<file path="config.mk">
export PLATFORM = sky130hd
export DESIGN_NAME = cicd_fifo
export DESIGN_NICKNAME = d
export VERILOG_FILES = /design/src/rtl/cic_decimator_top_assert.svh /design/src/rtl/cicd_pkg.sv /design/src/rtl/cicd_fifo.sv
export SDC_FILE = /design/constraint.sdc
export NUM_CORES = 1
export LEC_CHECK = 0
export BUFFER_PORTS_ARGS = -buffer_cell sky130_fd_sc_hd__buf_2
export CORE_AREA = 2 2 181 112
export DETAILED_ROUTE_END_ITERATION = 8
export DIE_AREA = 0 0 183 114
export PLACE_DENSITY = 0.8
export SYNTH_ARGS = -nofsm -noshare
export SYNTH_HDL_FRONTEND = slang
export SYNTH_SLANG_ARGS = --single-unit
</file>
<file path="constraint.sdc">
create_clock -name clk -period 2.5 [get_ports clk]
set_input_delay 0.5 -clock clk [delete_from_list [all_inputs] [get_ports clk]]
set_output_delay 0.5 -clock clk [all_outputs]
set_load 0.05 [all_outputs]
</file>
<file path="src/rtl/cic_decimator_top_assert.svh">
// ----------------------------------------------------------------------------
// CIC decimator assertion macros
// Concurrent checks on the queue between the integrator and comb sections.
// ----------------------------------------------------------------------------
`ifndef CIC_DECIMATOR_TOP_ASSERT_SVH
`define CIC_DECIMATOR_TOP_ASSERT_SVH

`ifndef SYNTHESIS
`define CICD_ASSERT_IMPLY(label, ante, cons, msg) \
    label: assert property (@(posedge clk) disable iff (!rst_n) (ante) |-> (cons)) \
        else $error(msg);
`define CICD_ASSERT_NEXT(label, ante, cons, msg) \
    label: assert property (@(posedge clk) disable iff (!rst_n) (ante) |=> (cons)) \
        else $error(msg);
`else
`define CICD_ASSERT_IMPLY(label, ante, cons, msg)
`define CICD_ASSERT_NEXT(label, ante, cons, msg)
`endif

`endif

</file>
<file path="src/rtl/cicd_pkg.sv">
// ----------------------------------------------------------------------------
// CIC decimator package
// Shared widths, limits, register indexes and the queue status type.
// ----------------------------------------------------------------------------
package cicd_pkg;

    localparam int SAMPLE_BITS    = 16;
    localparam int NUM_STAGES_DEF = 4;
    localparam int ACC_BITS_DEF   = 64;

    localparam int FACTOR_W   = 11;
    localparam int PHASE_W    = 10;
    localparam int GAIN_W     = 32;
    localparam int FACTOR_MAX = 1024;

    localparam int FIFO_DEPTH = 4;

    localparam int APB_ADDR_W = 3;
    localparam int APB_DATA_W = 32;

    localparam logic [SAMPLE_BITS-1:0] SAMPLE_MAX = {1'b0, {(SAMPLE_BITS-1){1'b1}}};
    localparam logic [SAMPLE_BITS-1:0] SAMPLE_MIN = {1'b1, {(SAMPLE_BITS-1){1'b0}}};

    localparam logic [FACTOR_W-1:0] FACTOR_RESET = FACTOR_W'(1);
    localparam logic [GAIN_W-1:0]   GAIN_RESET   = {1'b1, {(GAIN_W-1){1'b0}}};

    typedef enum logic [0:0] {
        REG_FACTOR = 1'b0,
        REG_GAIN   = 1'b1
    } reg_idx_t;

    typedef struct packed {
        logic full;
        logic empty;
    } fifo_stat_t;

endpackage

</file>
<file path="src/rtl/cicd_fifo.sv">
// ----------------------------------------------------------------------------
// CIC decimator queue
// Short first-in first-out buffer between integrator and comb sections.
// ----------------------------------------------------------------------------
module cicd_fifo #(
    parameter int WIDTH = cicd_pkg::ACC_BITS_DEF
) (
    input  logic                 clk,
    input  logic                 rst_n,
    input  logic                 push,
    input  logic [WIDTH-1:0]     push_data,
    input  logic                 pop,
    output logic [WIDTH-1:0]     pop_data,
    output cicd_pkg::fifo_stat_t fifo_stat
);
    import cicd_pkg::*;

    localparam int PTR_W = $clog2(FIFO_DEPTH);
    localparam int CNT_W = $clog2(FIFO_DEPTH + 1);

    logic [WIDTH-1:0] mem_reg [FIFO_DEPTH];
    logic [PTR_W-1:0] wr_ptr_reg;
    logic [PTR_W-1:0] rd_ptr_reg;
    logic [CNT_W-1:0] count_reg;
    logic [CNT_W-1:0] count_next;

    always_comb
    begin
        count_next = count_reg;
        if (push && !pop)
            count_next = count_reg + CNT_W'(1);
        else if (pop && !push)
            count_next = count_reg - CNT_W'(1);
    end

    always_ff @(posedge clk or negedge rst_n)
    begin
        if (!rst_n)
        begin
            wr_ptr_reg <= '0;
            rd_ptr_reg <= '0;
            count_reg  <= '0;
        end
        else
        begin
            if (push)
                wr_ptr_reg <= wr_ptr_reg + PTR_W'(1);
            if (pop)
                rd_ptr_reg <= rd_ptr_reg + PTR_W'(1);
            count_reg <= count_next;
        end
    end

    always_ff @(posedge clk)
    begin
        if (push)
            mem_reg[wr_ptr_reg] <= push_data;
    end

    assign pop_data        = mem_reg[rd_ptr_reg];
    assign fifo_stat.full  = (count_reg == CNT_W'(FIFO_DEPTH));
    assign fifo_stat.empty = (count_reg == '0);

endmodule

</file>
==> results.py <==
metrics = {
    "synthesis": {
        "netlist.area_leader.share_pct": 79.9,
        "synth_top_family_by_area": "multiplexers",
        "synth_edf_count": 256,
        "yosys.area_share.adder_pct": 0.858,
        "synthMuxAreaShare_pct": 15.1,
        "ys_ff_latch": 263,
        "yosys_warnings": 0,
        "async_flop_share_pct": 2.66,
        "syn-num-nets": 442,
        "synth.area.top_cells": "edfxtp_1 80%, mux4_2 15%, dfrtp_1 1.8%",
        "synthXorXnorAreaFrac_pct": 0.546,
        "synth_cells": 368,
        "synth-simple-area-share_pct": 0.507,
        "seq_area_frac_synth_pct": 81.7,
        "syn_area_mm2": 0.00962,
        "synth_area_per_cell_um2": 26.2,
        "synth_compound_area_share_pct": 0.0520,
        "synth_top_cell_by_area": "edfxtp_1",
        "ys_types": 19,
        "synth_common_cells": "256 x edfxtp_1, 64 x mux4_2, 7 x dfrtp_1, 6 x buf_2",
        "yosys.cell_count.top_type": "edfxtp_1",
        "synth_flop_cell": "edfxtp_1",
    },
    "pwr": {
        "cellPowerDensity_mw_per_mm2": 1410,
        "power_leakage_nw": 4.20,
        "ir_drop_uv": 901,
    },
    "place": {
        "place_congestion": 0.721,
        "dp.cells": 751,
        "dpl.hpwl_um": 10200,
        "port_buffers": 133,
        "post-place-ws_ns": 0.408,
    },
    "routing": {
        "drt-total-wl_um": 18200,
        "vias": 4409,
        "drc": 0,
        "dr.pass1.iters": 4,
        "viasPerCell": 5.44,
        "drt-initial-drc-count": 350,
        "drtAntennaViolNets": 0,
        "wl_per_cell_um": 22.4,
    },
    "global_route": {
        "overflow": 0,
        "grt_pass1_vias": 4690,
        "grt_antenna_before_repair": 2,
        "grt_first_pass_wirelength_um": 27200,
        "grt_usage_pct": 17.5,
        "grt_max_degree": 38,
    },
    "cts": {
        "cts_tree": "done",
        "cts_buffers": 24,
        "root_buffer": "clkbuf_16",
        "insertion_delay_ns": 0.51,
        "clock-sinks": 263,
        "ctsHtreeMaxLevel": 1,
        "cts_buffer_depth": 3,
        "cts.clk_slew.worst_paths_ns": 0.07,
    },
    "timing": {
        "maxSlewHeadroom_pct": 62.0,
        "timing.final.crit_share_pct": 101,
        "rsz0062_at_grt": "true",
        "worst_pin_slew_ns": 0.570,
        "max_freq_mhz": 395,
        "min_period_ns": 2.53,
        "setup_viol": 19,
        "finalHoldViolCount": 0,
        "final.setup_skew_ns": 0.0114,
        "setup_slack_ns": -0.0346,
        "final_max_slew_viol_count": 0,
    },
    "die": {
        "dieHeight_um": 114,
        "die_area_mm2": 0.0209,
        "num_rows": 40,
        "fp.dieW_um": 183,
        "io_pins": 134,
        "core-area_mm2": 0.0194,
        "start_util_pct": 49.6,
    },
    "worst_setup_path": {
        "critical_path.top_delay_family": "buffers and inverters",
        "path_max_fanout": 7,
        "worstPathRequired_ns": 2.00,
        "slowest_stage": "mux4_2",
        "end_kind": "output port",
        "critPathArrivalTime_ns": 2.03,
        "r2r-start": "wr_ptr_reg[0]",
        "crit_path_cell_trace": "buf_4 -> clkbuf_16 -> mux4_2 -> buf_6",
        "worst-setup-path-type": "reg2out",
        "r2r_end": "mem_reg[2][19]",
        "r2r_slack_ns": 0.85,
        "cp_num_buf_inv": 3,
        "crit_path_start_kind": "register",
        "slowest_delay_ns": 0.53,
        "reg2reg_depth": 4,
    },
    "hold_path": {
        "hold_end": "mem_reg[0][0]",
        "min_delay_path_depth": 1,
        "worstHoldStart": "push_data[0]",
        "hold_class": "in2reg",
    },
    "layout": {
        "drive_gt1_share_pct": 47.5,
        "largest_reg_flops": 256,
        "nNetsFinal": 612,
        "final_cells": 810,
        "syn_to_final_growth_pct": 25.5,
        "final_util_pct": 62.2,
    },
    "run": {
        "drv_cap": 0,
    },
    "outcome": {
        "status": "complete, but fails checks",
        "violations": "negative setup slack",
    },
}
==> logic make-up after synthesis <==
| kind of cell | after synthesis |
|---|---|
| buffers and inverters | 18 |
| AO/OA/AOI/OAI | 1 |
| AND/OR/NAND/NOR | 9 |
| XOR/XNOR | 6 |
| multiplexers | 65 |
| adder cells (fa/ha/maj) | 6 |
| flip-flops | 263 |
==> cells in the final DEF, fill, tap and decap left out, types with 5 or more instances in the layout <==
master	instances
ha_1	5
mux4_2	64
clkbuf_16	29
clkinv_2	8
buf_16	5
edfxtp_1	256
buf_4	19
buf_6	53
buf_2	69
buf_12	5
clkinv_1	6
dfrtp_1	5
==> power by group <==
part | internal (mW) | total (mW) | switching (mW)
combinational | 3.04 | 7.54 | 4.50
sequential | 5.77 | 6.00 | 0.223
clock | 1.92 | 3.43 | 1.51
total | 10.7 | 17.0 | 6.23
==> worst max path at each step <==
stage,startpoint,endpoint,slack (ns),cells after the start
6_report,rd_ptr_reg[0],pop_data[42],-0.03,4
5_1_grt,rd_ptr_reg[0],pop_data[31],-0.10,3
4_1_cts,rd_ptr_reg[0],pop_data[31],-0.07,3
3_5_place_dp,rd_ptr_reg[0],pop_data[60],0.41,3
3_3_place_gp,rd_ptr_reg[0],pop_data[60],0.42,3
2_1_floorplan,wr_ptr_reg[0],mem_reg[3][0],0.03,2
==> routing by layer <==
| metal | share of wire [%] | up-vias | global-route usage [%] |
|---|---|---|---|
| met3 | 9.4 | 26 | 6.42 |
| met2 | 48 | 165 | 28.9 |
| li1 | - | 1920 | - |
| met1 | 41 | 2296 | 23.0 |
| met5 | 0.072 | - | 0 |
| met4 | 1.6 | 2 | 3.20 |
==> per-stage QoR <==
stage | hold slack, ns | setup TNS, ns | power (mW) | cell area [um^2]
floorplan | 0.204 | 0 | 10.8 | 9630
global placement | 0.339 | 0 | 12.0 | 10700
detailed placement | 0.349 | 0 | 12.2 | 10700
CTS | 0.180 | -1.52 | 16.8 | 11900
global route | 0.188 | -2.53 | 17.7 | 12100
finish | 0.201 | -0.293 | 17.0 | 12100
==> what timing repair did <==
item,in CTS,in global routing
resized for setup,106,21
gates cloned,4,5
setup buffers,2,1
hold buffers,1,0
endpoints found under the hold margin,7,0
endpoints found under the setup margin,57,60
==> layout make-up <==
cell class | instances | area [um^2]
multi-input cells | 87 | 1650
diodes | 2 | 5.00
flip-flops and latches | 263 | 7870
well taps | 252 | 315
clock buffers | 27 | 633
inverters | 4 | 15.0
repair buffers | 158 | 1480
fillers | 1341 | 7340
clock inverters | 17 | 108
==> worst reg2reg max path, cell delays in order (launching register included) <==
cell and delay, ns:
dfrtp_1 0.42, inv_1 0.10, ha_1 0.15, and2_4 0.13, buf_4 0.46
(Power assumes the default switching activity.)
