<file path="config.mk">
export PLATFORM = sky130hd
export DESIGN_NAME = cicd_integ_flat
export DESIGN_NICKNAME = d
export VERILOG_FILES = /design/src/rtl/cic_decimator_top_assert.svh /design/src/rtl/cicd_pkg.sv /design/src/rtl/cicd_if.sv /design/src/rtl/cicd_integ.sv /design/src/flat_wrapper.sv
export SDC_FILE = /design/constraint.sdc
export NUM_CORES = 1
export LEC_CHECK = 0
export BUFFER_PORTS_ARGS = -buffer_cell sky130_fd_sc_hd__buf_2
export CORE_MARGIN = 1.5
export CORE_UTILIZATION = 39
export CTS_CLUSTER_SIZE = 24
export DETAILED_ROUTE_END_ITERATION = 7
export PLACE_DENSITY = 0.56
export RECOVER_POWER = 100
export SLEW_MARGIN = 20
export SYNTH_ARGS = -nofsm -noshare
export SYNTH_HDL_FRONTEND = slang
export SYNTH_SLANG_ARGS = --single-unit
</file>
<file path="constraint.sdc">
create_clock -name clk -period 4.3 [get_ports clk]
set_input_delay 0.43 -clock clk [delete_from_list [all_inputs] [get_ports clk]]
set_output_delay 0.43 -clock clk [all_outputs]
set_load 0.05 [all_outputs]
</file>
<file path="src/rtl/cic_decimator_top_assert.svh">
// ----------------------------------------------------------------------------
// CIC decimator assertion macros
// Concurrent checks on the queue between the integrator and comb sections.
// ----------------------------------------------------------------------------
`ifndef CIC_DECIMATOR_TOP_ASSERT_SVH
`define CIC_DECIMATOR_TOP_ASSERT_SVH

`ifndef SYNTHESIS
`define CICD_ASSERT_IMPLY(label, ante, cons, msg) \
    label: assert property (@(posedge clk) disable iff (!rst_n) (ante) |-> (cons)) \
        else $error(msg);
`define CICD_ASSERT_NEXT(label, ante, cons, msg) \
    label: assert property (@(posedge clk) disable iff (!rst_n) (ante) |=> (cons)) \
        else $error(msg);
`else
`define CICD_ASSERT_IMPLY(label, ante, cons, msg)
`define CICD_ASSERT_NEXT(label, ante, cons, msg)
`endif

`endif

</file>
<file path="src/rtl/cicd_pkg.sv">
// ----------------------------------------------------------------------------
// CIC decimator package
// Shared widths, limits, register indexes and the queue status type.
// ----------------------------------------------------------------------------
package cicd_pkg;

    localparam int SAMPLE_BITS    = 16;
    localparam int NUM_STAGES_DEF = 4;
    localparam int ACC_BITS_DEF   = 64;

    localparam int FACTOR_W   = 11;
    localparam int PHASE_W    = 10;
    localparam int GAIN_W     = 32;
    localparam int FACTOR_MAX = 1024;

    localparam int FIFO_DEPTH = 4;

    localparam int APB_ADDR_W = 3;
    localparam int APB_DATA_W = 32;

    localparam logic [SAMPLE_BITS-1:0] SAMPLE_MAX = {1'b0, {(SAMPLE_BITS-1){1'b1}}};
    localparam logic [SAMPLE_BITS-1:0] SAMPLE_MIN = {1'b1, {(SAMPLE_BITS-1){1'b0}}};

    localparam logic [FACTOR_W-1:0] FACTOR_RESET = FACTOR_W'(1);
    localparam logic [GAIN_W-1:0]   GAIN_RESET   = {1'b1, {(GAIN_W-1){1'b0}}};

    typedef enum logic [0:0] {
        REG_FACTOR = 1'b0,
        REG_GAIN   = 1'b1
    } reg_idx_t;

    typedef struct packed {
        logic full;
        logic empty;
    } fifo_stat_t;

endpackage

</file>
<file path="src/rtl/cicd_if.sv">
// ----------------------------------------------------------------------------
// CIC decimator stream interfaces
// Valid/ready channels for input samples and decimated output samples.
// ----------------------------------------------------------------------------
interface cicd_in_if;
    logic                                  valid;
    logic                                  ready;
    logic signed [cicd_pkg::SAMPLE_BITS-1:0] sample_in;

    modport source (output valid, output sample_in, input ready);
    modport sink   (input valid, input sample_in, output ready);
endinterface


</file>
<file path="src/rtl/cicd_integ.sv">
// ----------------------------------------------------------------------------
// CIC integrator front end
// Accepts samples, runs the pipelined integrator chain and tags every
// decimation_factor-th item for the comb section.
// ----------------------------------------------------------------------------
module cicd_integ #(
    parameter int NUM_STAGES = cicd_pkg::NUM_STAGES_DEF,
    parameter int ACC_BITS   = cicd_pkg::ACC_BITS_DEF
) (
    input  logic                            clk,
    input  logic                            rst_n,
    cicd_in_if.sink                         in_ch,
    input  logic [cicd_pkg::FACTOR_W-1:0]   factor,
    input  cicd_pkg::fifo_stat_t            fifo_stat,
    output logic                            push,
    output logic [ACC_BITS-1:0]             push_data
);
    import cicd_pkg::*;

    logic [ACC_BITS-1:0] integ_reg [NUM_STAGES];
    logic                iv_reg    [NUM_STAGES];
    logic                em_reg    [NUM_STAGES];
    logic [PHASE_W-1:0]  phase_reg;
    logic [PHASE_W-1:0]  phase_next;
    logic [FACTOR_W-1:0] factor_eff;
    logic [FACTOR_W-1:0] phase_inc;
    logic                emit;
    logic                adv;
    logic                acc;
    logic [ACC_BITS-1:0] sample_ext;

    // hold the chain only when a tagged item cannot enter a full queue
    assign adv = !(iv_reg[NUM_STAGES-1] && em_reg[NUM_STAGES-1] && fifo_stat.full);
    assign in_ch.ready = adv;
    assign acc = in_ch.valid && adv;

    assign sample_ext = ACC_BITS'(in_ch.sample_in);

    always_comb
    begin
        if (factor == '0)
            factor_eff = FACTOR_W'(1);
        else if (factor > FACTOR_W'(FACTOR_MAX))
            factor_eff = FACTOR_W'(FACTOR_MAX);
        else
            factor_eff = factor;
    end

    assign phase_inc  = {1'b0, phase_reg} + FACTOR_W'(1);
    assign emit       = (phase_inc >= factor_eff);
    assign phase_next = emit ? '0 : phase_inc[PHASE_W-1:0];

    always_ff @(posedge clk or negedge rst_n)
    begin
        if (!rst_n)
        begin
            phase_reg <= '0;
            for (int k = 0; k < NUM_STAGES; k++)
            begin
                integ_reg[k] <= '0;
                iv_reg[k]    <= 1'b0;
                em_reg[k]    <= 1'b0;
            end
        end
        else if (adv)
        begin
            iv_reg[0] <= acc;
            em_reg[0] <= emit;
            if (acc)
            begin
                phase_reg    <= phase_next;
                integ_reg[0] <= integ_reg[0] + sample_ext;
            end
            for (int k = 1; k < NUM_STAGES; k++)
            begin
                iv_reg[k] <= iv_reg[k-1];
                em_reg[k] <= em_reg[k-1];
                if (iv_reg[k-1])
                    integ_reg[k] <= integ_reg[k] + integ_reg[k-1];
            end
        end
    end

    assign push      = adv && iv_reg[NUM_STAGES-1] && em_reg[NUM_STAGES-1];
    assign push_data = integ_reg[NUM_STAGES-1];

endmodule

</file>
<file path="src/flat_wrapper.sv">
// flat-port wrapper written by rule: the top's interface ports become plain ports
module cicd_integ_flat import cicd_pkg::*;
#(
    parameter int NUM_STAGES = cicd_pkg::NUM_STAGES_DEF,
    parameter int ACC_BITS   = cicd_pkg::ACC_BITS_DEF
)
  (clk, rst_n, factor, fifo_stat, push, push_data, in_ch_valid, in_ch_sample_in, in_ch_ready);
  cicd_in_if in_ch_i ();
  input  logic clk;
  input  logic rst_n;
  input  logic [cicd_pkg::FACTOR_W-1:0] factor;
  input  cicd_pkg::fifo_stat_t fifo_stat;
  output logic push;
  output logic [ACC_BITS-1:0] push_data;
  input wire logic [$bits(in_ch_i.valid)-1:0] in_ch_valid;
  input wire logic [$bits(in_ch_i.sample_in)-1:0] in_ch_sample_in;
  output wire logic [$bits(in_ch_i.ready)-1:0] in_ch_ready;
  assign in_ch_i.valid = in_ch_valid;
  assign in_ch_i.sample_in = in_ch_sample_in;
  assign in_ch_ready = in_ch_i.ready;
  cicd_integ #(.NUM_STAGES(NUM_STAGES), .ACC_BITS(ACC_BITS)) u_core (.clk(clk), .rst_n(rst_n), .in_ch(in_ch_i), .factor(factor), .fifo_stat(fifo_stat), .push(push), .push_data(push_data));
endmodule
</file>
==> results.yml <==
yosys:
  syn_inst: 3225
  syn_area_sq_um: 25400
  synth_xor_area_share_pct: 7.97
  ys.flop_type: "dfrtp_1"
  seq_area_frac_synth_pct: 27.0
  yosysTopAreaCell: "dfrtp_1"
  synthSimpleGateAreaFrac_pct: 17.4
  synthAdderAreaFrac_pct: 13.3
  netlist-cell-type-count: 80
  yosysWarnings: 0
  synth.net_count: 3525
  synth_seq_cells: 274
  yosys.area.top_type_share_pct: 27.0
  async_reset_ff_share_pct: 100
  synth_edf_count: 0
  synth_top_family_by_area: "compound AO/OA/AOI/OAI gates"
  synth_mux_area_share_pct: 0.557
  synth_compound_area_share_pct: 28.4
  netlist_top_cells_area: "dfrtp_1, ha_1, o21ai_0"
  syn_area_per_cell_sq_um: 7.87
route:
  firstDrtPassIters: 5
  vias_per_cell: 5.58
  ant_nets: 0
  drtIter0Drc: 1160
  drc_errors: 0
  detail_route.wl_per_cell_um: 17.2
  wirelength_um: 69400
  vias: 22600
floorplanning:
  die_h_um: 258
  start_util_pct: 39.4
  io_pins: 98
  core_area_sq_um: 64300
  die_x_um: 258
  die-area_sq_um: 66600
  std_cell_rows: 93
layout:
  finalNonFillerCells: 4044
  drive_gt1_share_pct: 4.26
  final_cell_mix: "nand2_1, o21ai_0, a21oi_1, dfrtp_1, ha_1"
  fill_cells: 6517
  diodes: 0
  largest_reg_flops: 192
  nets: 3462
  area_growth_syn_to_layout_pct: 6.75
  final_common_cell: "nand2_1"
timing:
  setup_viol: 0
  max_freq_mhz: 245
  fin_skew_ps: 20.2
  max_slew_margin_pct: -54.4
  hold_viol: 0
  timing.setup.tns_ps: 0
  rsz0062_at_grt: "no"
  period_minus_slack_ps: 4090
  tightest_slew_ps: 2320
  fin_crit_sh_pct: 95.0
  slew_viol_final: 164
place:
  place_congestion: 0.917
  port_buffers: 96
  dp_hpwl_um: 55800
  place_inst: 3978
clock_network:
  h-tree-depth: 2
  cts_tree: "built"
  numCtsBuffers: 36
  clock_tree.root_cell: "clkbuf_16"
  clock_sinks: 274
  clk_latency_ps: 560
  cts_setup_buffers: 0
  clk_pin_slew_ps: 60
  cts_max_path_buffers: 3
worst_setup_path:
  arrival_ps: 4570
  rr_worst_depth: 10
  r2r_start: "u_core.integ_reg[95]$_DFFE_PN0P_"
  worst-setup-path-type: "reg -> reg"
  reg2reg_slack_ps: 210
  crit_fanout: 7
  cp-end-kind: "flip-flop"
  startpoint_type: "flip-flop"
  reg2reg_to: "u_core.integ_reg[127]$_DFFE_PN0P_"
  cp.required_ps: 4780
hold_path:
  min_delay_worst_endpoint: "u_core.integ_reg[192]$_DFFE_PN0P_"
  min_path_type: "in -> reg"
  holdPathStages: 4
  hold_path.startpoint: "in_ch_sample_in[0]"
job:
  maxCapViolations: 2
global_route:
  antenna_found_initial: 0
  grt_pass1_wl_um: 113000
  grt_pass1_vias: 21600
  grt_overflow_total: 0
  grt_use_total_pct: 20.5
  grt_max_degree: 92
status:
  violations: "capacitance limit, slew limit"
  outcome: "finished, violations left"
logic make-up (layout without fill, tap and decap cells):
family,after synthesis,count (layout)
xor gates and xnor gates,231,231
adders and majority gates,268,268
DFF,274,274
AOI/OAI and AO/OA,1171,1171
buffers and inverters,293,257
and+or+nand+nor,975,975
muxes,13,13
cell type report:
cell class                 count  area, sq um  area share, %
sequential                   274         6860           25.3
tap                          855         1070           3.95
clock buffer                  46         1010           3.73
multi-input combinational   2658        17100           63.3
timing repair buffer         119          542           2.00
inverter                      73          274           1.01
clock inverter                19          193          0.711
per-stage QoR:
stage | utilization (%) | hold WS [ps] | worst slack [ps] | area [sq um]
4_1_cts | 42.4 | 169 | 244 | 27300
2_1_floorplan | - | 134 | 1100 | 25400
5_1_grt | 42.1 | 208 | 69.1 | 27100
3_5_place_dp | 40.5 | 457 | 272 | 26100
3_3_place_gp | 40.5 | 453 | 287 | 26100
6_report | 42.1 | 203 | 215 | 27100
repair_timing:
item                       4_1_cts  5_1_grt
gates resized for setup          0        1
hold endpoints to repair        83        0
setup endpoints to repair        0        1
hold buffers                     1        0
critical path, cell delays in order (launching register included):
cell and delay (ps):
dfrtp_1 440, ha_1 450, nand4_1 240, or4_1 590, a211oi_1 640, o21ai_0 340
o311a_4 410, o21a_1 210, or3_1 340, a21oi_1 180, xor2_1 170
worst max path at each step:
stage                                           start                           endpoint  depth (start not counted)
finish               u_core.integ_reg[95]$_DFFE_PN0P_  u_core.integ_reg[127]$_DFFE_PN0P_                         10
detailed placement  u_core.integ_reg[192]$_DFFE_PN0P_  u_core.integ_reg[182]$_DFFE_PN0P_                         13
CTS                 u_core.integ_reg[192]$_DFFE_PN0P_  u_core.integ_reg[182]$_DFFE_PN0P_                         13
global route         u_core.integ_reg[94]$_DFFE_PN0P_  u_core.integ_reg[127]$_DFFE_PN0P_                         10
global placement    u_core.integ_reg[192]$_DFFE_PN0P_  u_core.integ_reg[182]$_DFFE_PN0P_                         13
floorplan            u_core.integ_reg[64]$_DFFE_PN0P_   u_core.push_data[58]$_DFFE_PN0P_                         13
synthesized netlist by cell type (38+ instances only):
| master | instances |
|---|---|
| o21a_1 | 38 |
| nand3_1 | 60 |
| ha_1 | 264 |
| clkbuf_1 | 145 |
| a21o_1 | 139 |
| nand2_1 | 478 |
| nor2_1 | 168 |
| xnor2_1 | 133 |
| a21oi_1 | 310 |
| nand4_1 | 83 |
| buf_4 | 66 |
| dfrtp_1 | 274 |
| inv_1 | 72 |
| o21ai_0 | 377 |
| o21bai_1 | 62 |
| nor3_1 | 38 |
| xor2_1 | 98 |
routing by layer:
metal	share of wire, %	track usage [%]	vias to the layer above
met4	3.1	7.02	0
li1	-	-	11600
met1	51	29.8	10400
met3	4.1	2.18	122
met5	0	0	-
met2	42	31.7	436
Power is not shown: default switching activity piles up to over one toggle a cycle in this logic, so the estimate is an artifact.
